==> config.mk <==
export PLATFORM = sky130hd
export DESIGN_NAME = command_line_parser_with_radix_literal
export DESIGN_NICKNAME = d
export VERILOG_FILES = /design/src/design/clp_pkg.sv /design/src/design/clp_front.sv /design/src/design/clp_queue.sv /design/src/design/clp_back.sv /design/src/design/command_line_parser_with_radix_literal.sv
export SDC_FILE = /design/constraint.sdc
export NUM_CORES = 1
export LEC_CHECK = 0
export ABC_CLOCK_PERIOD_IN_PS = 3400
export BUFFER_PORTS_ARGS = -buffer_cell sky130_fd_sc_hd__buf_2
export CAP_MARGIN = 10
export CORE_UTILIZATION = 40
export DETAILED_ROUTE_END_ITERATION = 10
export PLACE_DENSITY = 0.68
export SLEW_MARGIN = 25
export SYNTH_ARGS = -nofsm -noshare
export SYNTH_HDL_FRONTEND = slang
export SYNTH_SLANG_ARGS = --single-unit
==> constraint.sdc <==
create_clock -name clk -period 3.4 [get_ports clk]
set_clock_uncertainty 0.1 [all_clocks]
set_input_delay 0.17 -clock clk [delete_from_list [all_inputs] [get_ports clk]]
set_output_delay 0.17 -clock clk [all_outputs]
set_load 0.02 [all_outputs]
==> src/design/clp_pkg.sv <==
// Package for the command line parser: token format, result codes and constants.
// Used by clp_front, clp_queue, clp_back and the top level.
package clp_pkg;

  localparam int MAX_MESSAGE = 64;
  localparam int LEN_W       = $clog2(MAX_MESSAGE + 1);
  localparam int WORD_LEN    = 6;
  localparam int WLEN_W      = $clog2(WORD_LEN + 1);
  localparam int VALUE_W     = 16;
  localparam int SUM_W       = VALUE_W + 4;
  localparam int Q_DEPTH     = 2;
  localparam int QPTR_W      = $clog2(Q_DEPTH);
  localparam int QCNT_W      = $clog2(Q_DEPTH + 1);

  localparam logic [SUM_W-1:0] VALUE_MAX = SUM_W'(65535);

  localparam logic [7:0] CH_SPACE = 8'h20;
  localparam logic [7:0] CH_TAB   = 8'h09;
  localparam logic [7:0] CH_ZERO  = 8'h30;
  localparam logic [7:0] CH_NINE  = 8'h39;
  localparam logic [7:0] CH_UP_A  = 8'h41;
  localparam logic [7:0] CH_UP_F  = 8'h46;
  localparam logic [7:0] CH_UP_Z  = 8'h5a;
  localparam logic [7:0] CH_LO_A  = 8'h61;
  localparam logic [7:0] CH_LO_F  = 8'h66;
  localparam logic [7:0] CH_LO_B  = 8'h62;
  localparam logic [7:0] CH_LO_X  = 8'h78;
  localparam logic [7:0] CASE_OFS = 8'h20;
  localparam logic [7:0] UP_HEX_OFS = 8'h37;
  localparam logic [7:0] LO_HEX_OFS = 8'h57;

  // Command words, first byte in the low lane.
  localparam logic [WORD_LEN-1:0][7:0] WORD_MAC    = 48'h00_00_00_63_61_6d;
  localparam logic [WORD_LEN-1:0][7:0] WORD_ID     = 48'h00_00_00_00_64_69;
  localparam logic [WORD_LEN-1:0][7:0] WORD_STATUS = 48'h73_75_74_61_74_73;
  localparam logic [WORD_LEN-1:0][7:0] WORD_DEC    = 48'h00_00_00_63_65_64;

  localparam logic [WLEN_W-1:0] LEN_MAC    = WLEN_W'(3);
  localparam logic [WLEN_W-1:0] LEN_ID     = WLEN_W'(2);
  localparam logic [WLEN_W-1:0] LEN_STATUS = WLEN_W'(6);
  localparam logic [WLEN_W-1:0] LEN_DEC    = WLEN_W'(3);

  typedef enum logic [1:0] {
    ST_OK      = 2'd0,
    ST_CMD_ERR = 2'd1,
    ST_ARG_ERR = 2'd2
  } status_t;

  typedef enum logic [1:0] {
    KIND_MAC    = 2'd0,
    KIND_ID     = 2'd1,
    KIND_STATUS = 2'd2,
    KIND_DEC    = 2'd3
  } kind_t;

  typedef enum logic [1:0] {
    RADIX_OCTAL  = 2'd0,
    RADIX_BINARY = 2'd1,
    RADIX_HEX    = 2'd2
  } radix_t;

  typedef enum logic [1:0] {
    ARG_LEAD   = 2'd0,
    ARG_PREFIX = 2'd1,
    ARG_DIGITS = 2'd2
  } argpos_t;

  typedef struct packed {
    logic       is_end;
    logic       is_ws;
    logic [7:0] lower;
    logic       is_zero;
    logic       is_b;
    logic       is_x;
    logic       hex_ok;
    logic [3:0] digit;
  } token_t;

endpackage

==> src/design/clp_front.sv <==
// Front end: accepts bytes and the end marker and classifies each into a token.
// Depends on clp_pkg.
module clp_front (
  input  logic            in_valid,
  output logic            in_ready,
  input  logic [7:0]      in_character,
  input  logic            in_is_end,
  output logic            push_valid,
  input  logic            push_ready,
  output clp_pkg::token_t push_token
);
  import clp_pkg::*;

  logic [7:0] c;

  assign c          = in_character;
  assign push_valid = in_valid;
  assign in_ready   = push_ready;

  always_comb begin
    push_token         = '0;
    push_token.is_end  = in_is_end;
    push_token.is_ws   = (c == CH_SPACE) || (c == CH_TAB);
    push_token.lower   = (c >= CH_UP_A && c <= CH_UP_Z) ? c + CASE_OFS : c;
    push_token.is_zero = (c == CH_ZERO);
    push_token.is_b    = (c == CH_LO_B);
    push_token.is_x    = (c == CH_LO_X);
    if (c >= CH_ZERO && c <= CH_NINE) begin
      push_token.hex_ok = 1'b1;
      push_token.digit  = 4'(c - CH_ZERO);
    end else if (c >= CH_LO_A && c <= CH_LO_F) begin
      push_token.hex_ok = 1'b1;
      push_token.digit  = 4'(c - LO_HEX_OFS);
    end else if (c >= CH_UP_A && c <= CH_UP_F) begin
      push_token.hex_ok = 1'b1;
      push_token.digit  = 4'(c - UP_HEX_OFS);
    end
  end

endmodule

==> src/design/clp_queue.sv <==
// Short token queue between the front end and the back end.
// Depends on clp_pkg.
module clp_queue (
  input  logic            clk,
  input  logic            rst_n,
  input  logic            push_valid,
  output logic            push_ready,
  input  clp_pkg::token_t push_token,
  output logic            pop_valid,
  input  logic            pop_ready,
  output clp_pkg::token_t pop_token
);
  import clp_pkg::*;

  token_t              mem_r [Q_DEPTH];
  logic [QPTR_W-1:0]   wr_ptr_r, wr_ptr_nxt;
  logic [QPTR_W-1:0]   rd_ptr_r, rd_ptr_nxt;
  logic [QCNT_W-1:0]   count_r, count_nxt;
  logic                do_push, do_pop;

  assign push_ready = (count_r != QCNT_W'(Q_DEPTH));
  assign pop_valid  = (count_r != '0);
  assign pop_token  = mem_r[rd_ptr_r];
  assign do_push    = push_valid && push_ready;
  assign do_pop     = pop_valid && pop_ready;

  always_comb begin
    wr_ptr_nxt = wr_ptr_r;
    rd_ptr_nxt = rd_ptr_r;
    count_nxt  = count_r;
    if (do_push) begin
      wr_ptr_nxt = (wr_ptr_r == QPTR_W'(Q_DEPTH - 1)) ? '0 : wr_ptr_r + 1'b1;
    end
    if (do_pop) begin
      rd_ptr_nxt = (rd_ptr_r == QPTR_W'(Q_DEPTH - 1)) ? '0 : rd_ptr_r + 1'b1;
    end
    if (do_push && !do_pop) begin
      count_nxt = count_r + 1'b1;
    end else if (!do_push && do_pop) begin
      count_nxt = count_r - 1'b1;
    end
  end

  always_ff @(posedge clk) begin
    if (!rst_n) begin
      wr_ptr_r <= '0;
      rd_ptr_r <= '0;
      count_r  <= '0;
    end else begin
      wr_ptr_r <= wr_ptr_nxt;
      rd_ptr_r <= rd_ptr_nxt;
      count_r  <= count_nxt;
    end
  end

  always_ff @(posedge clk) begin
    if (do_push) begin
      mem_r[wr_ptr_r] <= push_token;
    end
  end

endmodule

==> src/design/clp_back.sv <==
// Back end: line state, command word match, radix literal accumulation, result register.
// Depends on clp_pkg.
module clp_back (
  input  logic            clk,
  input  logic            rst_n,
  input  logic            pop_valid,
  output logic            pop_ready,
  input  clp_pkg::token_t pop_token,
  output logic            out_valid,
  input  logic            out_ready,
  output logic [1:0]      out_status,
  output logic [1:0]      out_command_kind,
  output logic [15:0]     out_value
);
  import clp_pkg::*;

  localparam logic [LEN_W-1:0] LEN_MAX = LEN_W'(MAX_MESSAGE);

  logic [LEN_W-1:0]             len_r, len_nxt;
  logic                         split_r, split_nxt;
  logic [WORD_LEN-1:0][7:0]     word_r, word_nxt;
  logic [WLEN_W-1:0]            wlen_r, wlen_nxt;
  logic                         wlong_r, wlong_nxt;
  argpos_t                      apos_r, apos_nxt;
  radix_t                       radix_r, radix_nxt;
  logic [VALUE_W-1:0]           acc_r, acc_nxt;
  logic                         bad_r, bad_nxt;

  logic                         out_valid_r, out_valid_nxt;
  status_t                      status_r, status_nxt;
  kind_t                        kind_r, kind_nxt;
  logic [VALUE_W-1:0]           value_r, value_nxt;

  logic                         take;
  radix_t                       dig_radix;
  logic                         dig_take;
  logic                         dig_ok;
  logic [SUM_W-1:0]             sum;

  assign pop_ready        = !pop_token.is_end || !out_valid_r || out_ready;
  assign take             = pop_valid && pop_ready;
  assign out_valid        = out_valid_r;
  assign out_status       = status_r;
  assign out_command_kind = kind_r;
  assign out_value        = value_r;

  always_comb begin
    dig_radix = radix_r;
    dig_take  = 1'b0;
    if (apos_r == ARG_PREFIX) begin
      dig_radix = RADIX_OCTAL;
      dig_take  = !pop_token.is_b && !pop_token.is_x;
    end else if (apos_r == ARG_DIGITS) begin
      dig_take  = 1'b1;
    end
    case (dig_radix)
      RADIX_BINARY: begin
        dig_ok = pop_token.hex_ok && (pop_token.digit < 4'd2);
        sum    = {3'b000, acc_r, 1'b0} + SUM_W'(pop_token.digit);
      end
      RADIX_HEX: begin
        dig_ok = pop_token.hex_ok;
        sum    = {acc_r, 4'b0000} + SUM_W'(pop_token.digit);
      end
      default: begin
        dig_ok = pop_token.hex_ok && (pop_token.digit < 4'd8);
        sum    = {1'b0, acc_r, 3'b000} + SUM_W'(pop_token.digit);
      end
    endcase
  end

  always_comb begin
    len_nxt       = len_r;
    split_nxt     = split_r;
    word_nxt      = word_r;
    wlen_nxt      = wlen_r;
    wlong_nxt     = wlong_r;
    apos_nxt      = apos_r;
    radix_nxt     = radix_r;
    acc_nxt       = acc_r;
    bad_nxt       = bad_r;
    out_valid_nxt = out_valid_r && !out_ready;
    status_nxt    = status_r;
    kind_nxt      = kind_r;
    value_nxt     = value_r;

    if (take && !pop_token.is_end) begin
      if (len_r < LEN_MAX) begin
        len_nxt = len_r + 1'b1;
      end
      if (!split_r && pop_token.is_ws) begin
        split_nxt = 1'b1;
      end else if (!split_r) begin
        if (wlen_r < WLEN_W'(WORD_LEN)) begin
          word_nxt[wlen_r] = pop_token.lower;
          wlen_nxt         = wlen_r + 1'b1;
        end else begin
          wlong_nxt = 1'b1;
        end
      end else begin
        case (apos_r)
          ARG_LEAD: begin
            if (!pop_token.is_zero) begin
              bad_nxt = 1'b1;
            end
            apos_nxt = ARG_PREFIX;
          end
          ARG_PREFIX: begin
            apos_nxt = ARG_DIGITS;
            if (pop_token.is_b) begin
              radix_nxt = RADIX_BINARY;
            end else if (pop_token.is_x) begin
              radix_nxt = RADIX_HEX;
            end else begin
              radix_nxt = RADIX_OCTAL;
            end
          end
          default: begin
          end
        endcase
        if (dig_take) begin
          if (!dig_ok) begin
            bad_nxt = 1'b1;
          end else if (!bad_r) begin
            if (sum > VALUE_MAX) begin
              bad_nxt = 1'b1;
              acc_nxt = '0;
            end else begin
              acc_nxt = sum[VALUE_W-1:0];
            end
          end
        end
      end
    end

    if (take && pop_token.is_end) begin
      out_valid_nxt = 1'b1;
      status_nxt    = ST_OK;
      kind_nxt      = KIND_MAC;
      value_nxt     = '0;
      if (len_r >= LEN_MAX || wlong_r) begin
        status_nxt = ST_CMD_ERR;
      end else if (wlen_r == LEN_MAC && word_r == WORD_MAC) begin
        kind_nxt = KIND_MAC;
      end else if (wlen_r == LEN_ID && word_r == WORD_ID) begin
        kind_nxt = KIND_ID;
      end else if (wlen_r == LEN_STATUS && word_r == WORD_STATUS) begin
        kind_nxt = KIND_STATUS;
      end else if (wlen_r == LEN_DEC && word_r == WORD_DEC) begin
        kind_nxt = KIND_DEC;
        if (bad_r || apos_r == ARG_LEAD) begin
          status_nxt = ST_ARG_ERR;
        end else begin
          value_nxt = acc_r;
        end
      end else begin
        status_nxt = ST_CMD_ERR;
      end
      len_nxt   = '0;
      split_nxt = 1'b0;
      word_nxt  = '0;
      wlen_nxt  = '0;
      wlong_nxt = 1'b0;
      apos_nxt  = ARG_LEAD;
      radix_nxt = RADIX_OCTAL;
      acc_nxt   = '0;
      bad_nxt   = 1'b0;
    end
  end

  always_ff @(posedge clk) begin
    if (!rst_n) begin
      len_r       <= '0;
      split_r     <= 1'b0;
      word_r      <= '0;
      wlen_r      <= '0;
      wlong_r     <= 1'b0;
      apos_r      <= ARG_LEAD;
      radix_r     <= RADIX_OCTAL;
      acc_r       <= '0;
      bad_r       <= 1'b0;
      out_valid_r <= 1'b0;
    end else begin
      len_r       <= len_nxt;
      split_r     <= split_nxt;
      word_r      <= word_nxt;
      wlen_r      <= wlen_nxt;
      wlong_r     <= wlong_nxt;
      apos_r      <= apos_nxt;
      radix_r     <= radix_nxt;
      acc_r       <= acc_nxt;
      bad_r       <= bad_nxt;
      out_valid_r <= out_valid_nxt;
    end
  end

  always_ff @(posedge clk) begin
    status_r <= status_nxt;
    kind_r   <= kind_nxt;
    value_r  <= value_nxt;
  end

endmodule

==> src/design/command_line_parser_with_radix_literal.sv <==
// Top level of the command line parser with radix literal argument.
// Depends on clp_pkg, clp_front, clp_queue and clp_back.
//
//   channel | direction | handshake             | payload
//   in      | input     | in_valid / in_ready   | in_character[7:0], in_is_end
//   out     | output    | out_valid / out_ready | out_status[1:0], out_command_kind[1:0],
//           |           |                       | out_value[15:0]
//
// One byte or end marker is taken per cycle while the queue has room; the back
// end retires one token per cycle unless an end marker waits on a held result.
// A result's end marker is written to the queue, then read into the result register.
// rst_n is synchronous, active low, and clears the queue and all line state.
// A stalled result holds only end markers in the back end; bytes keep flowing until the
// two-entry queue fills behind the next end marker.
module command_line_parser_with_radix_literal (
  input  logic        clk,
  input  logic        rst_n,
  input  logic        in_valid,
  output logic        in_ready,
  input  logic [7:0]  in_character,
  input  logic        in_is_end,
  output logic        out_valid,
  input  logic        out_ready,
  output logic [1:0]  out_status,
  output logic [1:0]  out_command_kind,
  output logic [15:0] out_value
);
  import clp_pkg::*;

  logic   push_valid, push_ready;
  token_t push_token;
  logic   pop_valid, pop_ready;
  token_t pop_token;

  clp_front u_front (
    .in_valid     (in_valid),
    .in_ready     (in_ready),
    .in_character (in_character),
    .in_is_end    (in_is_end),
    .push_valid   (push_valid),
    .push_ready   (push_ready),
    .push_token   (push_token)
  );

  clp_queue u_queue (
    .clk        (clk),
    .rst_n      (rst_n),
    .push_valid (push_valid),
    .push_ready (push_ready),
    .push_token (push_token),
    .pop_valid  (pop_valid),
    .pop_ready  (pop_ready),
    .pop_token  (pop_token)
  );

  clp_back u_back (
    .clk              (clk),
    .rst_n            (rst_n),
    .pop_valid        (pop_valid),
    .pop_ready        (pop_ready),
    .pop_token        (pop_token),
    .out_valid        (out_valid),
    .out_ready        (out_ready),
    .out_status       (out_status),
    .out_command_kind (out_command_kind),
    .out_value        (out_value)
  );

  a_cmd_err_kind: assert property (@(posedge clk) disable iff (!rst_n)
    out_valid && out_status == ST_CMD_ERR |-> out_command_kind == KIND_MAC)
    else $error("command error with nonzero kind");

  a_value_needs_ok: assert property (@(posedge clk) disable iff (!rst_n)
    out_valid && out_status != ST_OK |-> out_value == '0)
    else $error("nonzero value on error result");

  a_value_needs_dec: assert property (@(posedge clk) disable iff (!rst_n)
    out_valid && out_command_kind != KIND_DEC |-> out_value == '0)
    else $error("nonzero value on non-dec result");

  a_arg_err_is_dec: assert property (@(posedge clk) disable iff (!rst_n)
    out_valid && out_status == ST_ARG_ERR |-> out_command_kind == KIND_DEC)
    else $error("argument error on non-dec command");

endmodule
Yosys cells after proc, flatten, opt, wreduce, memory -nomap -nowiden
Memories as Yosys holds them, arrays and structs flattened. A register that Yosys moved wholly into a read port is not among the register bits.
Index checks and enable logic that the tools add are counted.

word-level totals
  memory bits (writable) = 36
  logic and storage cells = 164
  register bits = 106
  memories = 1

operators by class
  add/subtract/negate cells = 13
  reductions and logical operators = 50
  equal/unequal tests = 17
  mux-type cells = 39
  order comparisons = 15
  bitwise operators = 6

memories
  memory         depth  bits a word  read ports  clocked after memory_dff  write ports  line             source
  u_queue.mem_r  2      18           1           1                         1            clp_queue.sv:15  token_t mem_r [Q_DEPTH];

operator list
  cell                                                                count
  equality test 48 x 23 -> 1 bit (second input constant)              2
  bitwise mux 48 bit                                                  1
  equality test 48 x 15 -> 1 bit (second input constant)              1
  equality test 48 x 47 -> 1 bit (second input constant)              1
  one-hot mux 20 bit (2 select lines)                                 1
  demux 8 bit (select 3 bit)                                          1
  <= comparator 8 x 7 -> 1 bit (second input constant)                3
  adder 19 x 4 -> 20 bit                                              1
  adder 20 x 4 -> 20 bit                                              1
  greater-than comparator 20 x 16 -> 1 bit (second input constant)    1
  logical AND 1 bit                                                   20
  two-way mux 1 bit                                                   20
  adder 17 x 4 -> 18 bit                                              1
  equality test 8 x 6 -> 1 bit (second input constant)                2
  equality test 8 x 7 -> 1 bit (second input constant)                2
  greater-or-equal comparator 8 x 7 -> 1 bit (second input constant)  2
  two-way mux 16 bit                                                  1
  two-way mux 2 bit                                                   8
  two-way mux 8 bit                                                   2
  AND reduction 4 bit                                                 4
  two-way mux 5 bit                                                   3
  adder 8 x 6 -> 8 bit (second input constant)                        1
  equality test 8 x 4 -> 1 bit (second input constant)                1
  greater-or-equal comparator 8 x 6 -> 1 bit (second input constant)  1
  34 further kinds                                                    59

Depth between registers and ports, before layout
Gate-level depths: netlist of run 1.

  depth in word-level cells = 9
  depth in mapped cells = 14

Modules after synthesis
From an unflattened synthesis of run 1, not the netlist that was laid out.

unflattened totals
  cells, all modules = 683
  area total of the unflattened synthesis = 7046.8 um^2

by module, submodules not included
  module     cells an instance  times used  area an instance (um^2)
  clp_back   536                1           5017.3
  clp_queue  80                 1           1539.0
  clp_front  67                 1           490.5

Worst setup path before layout of run 1
Ideal clock, no wire load.

  path kind = flip-flop to flip-flop
  start = reg with a tool-made name
  end = reg u_back.acc_r[0]
  clock period less this slack = 3.296 ns
  stages on the path, launching flop included = 13
  path buffers = 4
  arrival time = 3.128 ns
  setup time = 0.067 ns
  slack = 0.104 ns
  cell sequence = dfxtp_1 > buf_2 > buf_2 > mux2_2 > ha_1 > nand3_1 > a211oi_1 > o2111a_1 > o31ai_1 > or4b_1 > buf_6 > buf_12 > o21ai_2

RTL lines
  item                    line             source
  end signal: assignment  clp_back.sv:191  acc_r <= acc_nxt;
  end: declaration        clp_back.sv:26   logic [VALUE_W-1:0] acc_r, acc_nxt;

==> results of run 1 <==
==> sequential cells by signal, summed over array words and instances, names as in the netlist, 2 cells and up, named ones only <==
signal / flops
u_back.acc_r: 16
u_back.apos_r: 2
u_back.len_r: 7
u_back.out_command_kind: 2
u_back.out_status: 2
u_back.out_value: 16
u_back.radix_r: 2
u_back.wlen_r: 3
u_back.word_r: 48
u_queue.count_r: 2
u_queue.mem_r: 36
==> power groups by stage <==
stage / combinational, mW / clock, mW / sequential, mW
finish: 0.867 / 1.76 / 2.05
global route: 0.960 / 1.88 / 2.07
CTS: 0.879 / 1.80 / 2.05
detailed placement: 0.869 / 0 / 2.09
global placement: 0.864 / 0 / 2.08
floorplan: 0.566 / 0 / 2.12
==> logic make-up after synthesis <==
kind of cell / count (synthesis)
xor+xnor: 34
compound gates: 158
buf+inv: 64
flops: 143
simple gates: 279
fa+ha+maj: 21
mux: 17
==> routing by layer <==
metal | GRT usage | up-vias | part of all wire
li1 | - | 2696 | -
met1 | 0.2371 | 2480 | 0.49
met3 | 0.03979 | 9 | 0.050
met4 | 0.06929 | 0 | 0.010
met2 | 0.2612 | 147 | 0.45
met5 | 0 | - | 0
==> tightest hold or removal path, cell delays in order <==
cell	delay (ns)
sky130_fd_sc_hd__buf_2	0.08
sky130_fd_sc_hd__nor2b_1	0.08
sky130_fd_sc_hd__o21a_1	0.19
==> worst max-delay path by stage <==
| stage | start | end | slack (ns) | depth (start not counted) |
|---|---|---|---|---|
| floorplan | register | u_back.acc_r[0]$_SDFFE_PP0P_ | 0.10 | 12 |
| global placement | register | u_back.acc_r[5]$_SDFFE_PP0P_ | 0.33 | 10 |
| detailed placement | register | u_back.acc_r[5]$_SDFFE_PP0P_ | 0.16 | 9 |
| CTS | register | u_back.acc_r[5]$_SDFFE_PP0P_ | 0.13 | 9 |
| global route | register | u_back.acc_r[5]$_SDFFE_PP0P_ | -0.001 | 9 |
| finish | register | u_back.acc_r[5]$_SDFFE_PP0P_ | 0.20 | 12 |
==> metrics by stage <==
| step | power [mW] | area, µm² | hold WS [ns] |
|---|---|---|---|
| floorplan | 2.688 | 7074 | 0.1689 |
| global placement | 2.945 | 7468 | 0.2810 |
| detailed placement | 2.955 | 7468 | 0.2814 |
| CTS | 4.724 | 8102 | 0.03683 |
| global route | 4.906 | 8110 | 0.04954 |
| finish | 4.680 | 8110 | 0.05006 |
==> cell usage after synthesis, drive strengths merged (15+ instances only) <==
cell	instances	area share
dfxtp	87	0.25
inv	20	0.011
o21ai	38	0.032
a21oi	40	0.028
ha	20	0.035
xor2	16	0.020
and2	21	0.019
nor4	18	0.024
buf	20	0.020
nor2	107	0.057
xnor2	18	0.022
nand2	37	0.020
a211oi	36	0.038
edfxtp	56	0.24
nand4	17	0.015
nand3	15	0.015
clkbuf	24	0.013
==> area by class of cell <==
class	count	share of cell area
Tap cell	225	0.03471
Clock buffer	20	0.05770
Sequential cell	143	0.4221
Clock inverter	12	0.01172
Timing Repair Buffer	63	0.04998
Multi-Input combinational cell	509	0.4145
Inverter	20	0.009256
==> repair_timing <==
action / in CTS / in global routing
setup endpoints to repair: 0 / 8
setup buffers: 0 / 0
endpoints found under the hold margin: 18 / 0
hold buffers: 7 / 0
resized for setup: 0 / 2
==> qor.json, run 1 <==
{
  "timing": {
    "setup_viol": 0,
    "report.final.hold_viol_count": 0,
    "timing.max_slew.rel_slack": 0.4475,
    "final.min_clock_period_ns": 3.196,
    "fmax_mhz": 312.9,
    "worst_pin_slew_ns": 0.8057,
    "timing.setup.tns_ns": 0,
    "final-max-slew-violation-count": 0,
    "final.setup.worst_slack_ns": 0.2040,
    "layout_worst_path_cycle_share": 0.9400
  },
  "critical_path": {
    "endpoint_kind": "register",
    "reg2reg_slack_ns": 0.20,
    "cp_data_arrival_time_ns": 3.44,
    "critPathSlowestCell": "sky130_fd_sc_hd__or4b_1",
    "critPathTopFamily": "compound AO/OA/AOI/OAI gates",
    "worstPathRequired_ns": 3.64,
    "critical_path.startpoint_type": "register",
    "worst-r2r-cell-count": 12,
    "reg2reg_to": "u_back.acc_r[5]$_SDFFE_PP0P_",
    "cpMostUsedCell": "sky130_fd_sc_hd__inv_1",
    "worst-path-max-fanout": 16,
    "worstPathCellList": "mux2i_2 -> inv_1 -> ha_1 -> inv_1 -> fa_1 -> nor2b_1 -> o2111ai_1 -> o2111a_1 -> o31ai_1 -> or4b_1 -> buf_4 -> o31ai_2",
    "crit_buf_inv": 3,
    "max_stage_delay_ns": 0.47,
    "criticalPathCategory": "reg2reg"
  },
  "yosys": {
    "postSynth.topFlopCell": "sky130_fd_sc_hd__dfxtp_1",
    "ys_seq_elements": 143,
    "mappedNetlistArea_mm2": 0.007074,
    "synth_compound_gate_area_share": 0.1544,
    "count_of_distinct_cell_types_in_the_synthesized_netlist": 74,
    "xor_xnor_cell_area_share_of_the_yosys_netlist": 0.04209,
    "synth-warning-count": 0,
    "syn-instance-count": 716,
    "synth.area.mux_share": 0.02458,
    "synth-adder-area-share": 0.03820,
    "dominant_combinational_cell_family_by_area_after_synthesis": "simple AND/OR/NAND/NOR gates",
    "synth_simple_gate_area_frac": 0.2137,
    "synth_fp_nets": 750,
    "synth_seq_area_share": 0.4839,
    "ys_async_sr_fraction": 0,
    "number_of_enable_flip_flop_cells_after_synthesis": 56,
    "syn_area_per_cell_um2": 9.880
  },
  "drt": {
    "drt_drc_violations_left": 0,
    "final_antenna_net_count": 0,
    "viasPerCell": 5.375,
    "firstDrtPassIters": 5,
    "via_count": 5332,
    "detail_route.wirelength_um": 14660,
    "first_iter_violations": 373,
    "routedWlPerCell_um": 14.78
  },
  "final_layout": {
    "final_cell_mix": "sky130_fd_sc_hd__nor2_1 (106), sky130_fd_sc_hd__dfxtp_1 (87), sky130_fd_sc_hd__edfxtp_1 (56), sky130_fd_sc_hd__a21oi_1 (40), sky130_fd_sc_hd__nand2_1 (37)",
    "layout.cells.most_common": "sky130_fd_sc_hd__nor2_1",
    "final_core_utilization": 0.4689,
    "antenna_cells_inserted": 0,
    "final_net_count": 788,
    "post_route_cells_drive_above_1_share": 0.1630,
    "final_cells": 992,
    "n_fill_cell": 1653,
    "multiInputGateArea_mm2": 0.003362,
    "ff_latch_area_mm2": 0.003423,
    "area_growth_pct": 14.64
  },
  "placed_design": {
    "finalWeightedCongestion": 0.8657,
    "dpl.cell_count": 953,
    "dp_worst_setup_slack_ns": 0.1576,
    "numPortBuffers": 34,
    "dpl.hpwl_um": 10190
  },
  "clock_tree": {
    "cts.clk_slew.worst_paths_ns": 0.06,
    "numCtsBuffers": 17,
    "cts_num_sinks": 143,
    "cts_tree": "done",
    "cts_max_path_bufs": 2,
    "clock_tree.htree_level_count": 4,
    "clockRootBuffer": "sky130_fd_sc_hd__clkbuf_16",
    "insertion_delay_ns": 0.43
  },
  "run": {
    "cap_violations": 0
  },
  "grt": {
    "grt_antenna_before_repair": 0,
    "first_global_vias": 4808,
    "globalRouteTotalUtil": 0.1725,
    "grt_first_pass_wirelength_um": 24540,
    "grt_max_degree": 67,
    "overall_overflow_remaining_after_global_route": 0
  },
  "hold_path": {
    "timing.hold.worst_endpoint": "u_back.out_valid$_SDFF_PN0_",
    "worstHoldPathCells": 3,
    "hold_path_startpoint": "out_ready",
    "worst_min_path_class": "in2reg"
  },
  "pwr": {
    "pwr-share-comb": 0.185,
    "power.net_switching_mw": 1.411,
    "internal-power_mw": 3.269,
    "switching_share": 0.3015,
    "irDropWorstVdd_uv": 385.0,
    "power.density_mw_per_mm2": 577.0,
    "power.share.clock": 0.377,
    "leakage_power_of_the_design_nw": 2.919,
    "pwr-share-seq": 0.438
  },
  "floorplan": {
    "rows": 48,
    "start_util": 0.4090,
    "io_pins": 35,
    "die_y_um": 135.0,
    "die_width_um": 135.0,
    "dieArea_mm2": 0.01822,
    "fp.coreArea_mm2": 0.01730
  },
  "run_status": {
    "status": "finished clean"
  }
}
Note: power is estimated with default switching activity, not from simulation.
==> run 2: changes to the inputs <==
Settings changed: ABC_CLOCK_PERIOD_IN_PS 3400 to 3500, PLACE_DENSITY 0.68 to 0.66.
Clock period 3.4 ns to 3.5 ns, I/O delays scaled along.
==> run 2 against run 1 <==
Hold slack got worse by 0.031 ns. Utilization fell by 0.11 points. Critical path type unchanged. Non-clock buffer count fell by 4. Cell count fell by 0.40%. Register-to-register slack improved by 0.10 ns. Maximum frequency barely moved.
==> qor.json, run 2 (same netlist as run 1, synthesis figures left out) <==
{
  "drt": {
    "via_count": 5309,
    "viasPerCell": 5.373,
    "first_iter_violations": 312,
    "detail_route.wirelength_um": 14810,
    "firstDrtPassIters": 4,
    "drt_drc_violations_left": 0,
    "final_antenna_net_count": 0,
    "routedWlPerCell_um": 14.99
  },
  "critical_path": {
    "critPathTopFamily": "compound AO/OA/AOI/OAI gates",
    "criticalPathCategory": "reg2reg",
    "endpoint_kind": "register",
    "worst-path-max-fanout": 16,
    "max_stage_delay_ns": 0.47,
    "crit_buf_inv": 1,
    "critical_path.startpoint_type": "register",
    "critPathSlowestCell": "sky130_fd_sc_hd__or4b_1",
    "cp_data_arrival_time_ns": 3.44,
    "worstPathCellList": "mux2_2 -> ha_1 -> nand3_1 -> a211oi_1 -> o2111a_1 -> o31ai_1 -> or4b_1 -> buf_4 -> o31ai_2",
    "worstPathRequired_ns": 3.75
  },
  "grt": {
    "grt_antenna_before_repair": 0,
    "globalRoute.busiestLayer": "met2",
    "overall_overflow_remaining_after_global_route": 0,
    "globalRouteMet3Util": 0.03453,
    "grt_util_met1": 0.2454,
    "grt_max_degree": 67,
    "globalRouteTotalUtil": 0.1733,
    "met2_usage": 0.2546,
    "first_global_vias": 4858,
    "grt_first_pass_wirelength_um": 24620
  },
  "timing": {
    "final.min_clock_period_ns": 3.195,
    "fmax_mhz": 313.0,
    "timing.max_slew.rel_slack": 0.4452,
    "worst_pin_slew_ns": 0.8323,
    "report.final.hold_viol_count": 0,
    "final.setup.worst_slack_ns": 0.3052,
    "timing.setup.tns_ns": 0,
    "layout_worst_path_cycle_share": 0.9128,
    "final-max-slew-violation-count": 0,
    "setup_viol": 0,
    "rsz0062_at_grt": "false"
  },
  "clock_tree": {
    "clockRootBuffer": "sky130_fd_sc_hd__clkbuf_16",
    "cts_resized": 0,
    "cts_num_sinks": 143,
    "numCtsBuffers": 17,
    "insertion_delay_ns": 0.43,
    "cts_tree": "done",
    "cts.clk_slew.worst_paths_ns": 0.06,
    "cts_max_path_bufs": 2,
    "clock_tree.htree_level_count": 4
  },
  "placed_design": {
    "finalWeightedCongestion": 0.8652,
    "numPortBuffers": 34,
    "dpl-instance-area_mm2": 0.007446,
    "dp_worst_setup_slack_ns": 0.3256,
    "dpl.hpwl_um": 10320
  },
  "hold_path": {
    "worst_min_path_class": "in2reg"
  },
  "final_layout": {
    "multiInputGateArea_mm2": 0.003353,
    "final_cell_mix": "sky130_fd_sc_hd__nor2_1 (106), sky130_fd_sc_hd__dfxtp_1 (87), sky130_fd_sc_hd__edfxtp_1 (56), sky130_fd_sc_hd__a21oi_1 (40), sky130_fd_sc_hd__nand2_1 (37)",
    "antenna_cells_inserted": 0,
    "post_route_cells_drive_above_1_share": 0.1560,
    "final_net_count": 784,
    "layout.cells.most_common": "sky130_fd_sc_hd__nor2_1",
    "largest_registers": "u_back.word_r (48), u_queue.mem_r (36)",
    "n_fill_cell": 1650,
    "largest_register_ff_count": 48,
    "area_growth_pct": 14.38,
    "ff_latch_area_mm2": 0.003423,
    "postLayoutCellArea_mm2": 0.008092,
    "largest_register": "u_back.word_r"
  },
  "pwr": {
    "p_total_mw": 4.595,
    "irDropWorstVdd_uv": 394.4,
    "leakage_power_of_the_design_nw": 2.907,
    "power.density_mw_per_mm2": 567.9
  },
  "run_status": {
    "status": "finished clean"
  },
  "floorplan": {
    "io_pins": 35,
    "die_y_um": 135.0,
    "dieArea_mm2": 0.01822,
    "start_util": 0.4090,
    "rows": 48,
    "fp.coreArea_mm2": 0.01730,
    "die_width_um": 135.0
  },
  "run": {
    "cap_violations": 0
  }
}
run 2: changes by cell type in the layout (fill, tap and decap cells not counted), moves of 2 or more:
cell,previous run,this run
sky130_fd_sc_hd__clkinv_4,1,3
sky130_fd_sc_hd__buf_4,22,19
sky130_fd_sc_hd__inv_4,3,1
sky130_fd_sc_hd__inv_6,5,2
run 2: final timing paths:
path / start / end / slack, ns / cells after the start
worst max-delay path: register / u_back.acc_r[4]$_SDFFE_PP0P_ / 0.31 / 9
worst min-delay path: in_character[3] / u_queue.mem_r[1][11]$_DFFE_PP_ / 0.02 / 1
worst max register to register: register / u_back.acc_r[4]$_SDFFE_PP0P_ / 0.31 / 9
worst min register to register: u_back.word_r[43]$_SDFFE_PP0P_ / u_back.word_r[43]$_SDFFE_PP0P_ / 0.38 / 2
run 2: worst reg2reg max path: stages, from the launching register on:
cell	delay [ns]
sky130_fd_sc_hd__dfxtp_1	0.41
sky130_fd_sc_hd__mux2_2	0.40
sky130_fd_sc_hd__ha_1	0.35
sky130_fd_sc_hd__nand3_1	0.19
sky130_fd_sc_hd__a211oi_1	0.40
sky130_fd_sc_hd__o2111a_1	0.25
sky130_fd_sc_hd__o31ai_1	0.07
sky130_fd_sc_hd__or4b_1	0.47
sky130_fd_sc_hd__buf_4	0.23
sky130_fd_sc_hd__o31ai_2	0.25
run 2: final cells by class:
| class | instances | area share |
|---|---|---|
| Sequential cell | 143 | 0.4231 |
| Multi-Input combinational cell | 509 | 0.4144 |
| Clock buffer | 22 | 0.06031 |
| Timing Repair Buffer | 59 | 0.04608 |
| Tap cell | 225 | 0.03479 |
| Clock inverter | 10 | 0.01206 |
| Inverter | 20 | 0.009278 |
run 2: through the flow:
step	hold WS, ns	std cells	utilization
3_3_place_gp	0.2858	950	0.4305
3_5_place_dp	0.2862	950	0.4305
6_report	0.01941	988	0.4678
2_1_floorplan	0.1739	716	-
5_1_grt	0.006524	988	0.4678
4_1_cts	0.002338	988	0.4678
run 2: metal layers:
layer / part of all wire / up-vias
met5: 0 / -
met4: 0.018 / 0
met3: 0.041 / 18
met2: 0.44 / 101
met1: 0.50 / 2498
li1: - / 2692
run 2: power by group:
group	internal, mW	leakage (nW)	switching (mW)	total, mW
sequential	1.91	1.23	0.0840	1.99
clock	1.07	0.289	0.697	1.77
combinational	0.284	1.39	0.555	0.839
run 2: repair_timing:
action | 4_1_cts | 5_1_grt
endpoints found under the hold margin | 15 | 0
setup buffers | 0 | 0
hold buffers | 6 | 0
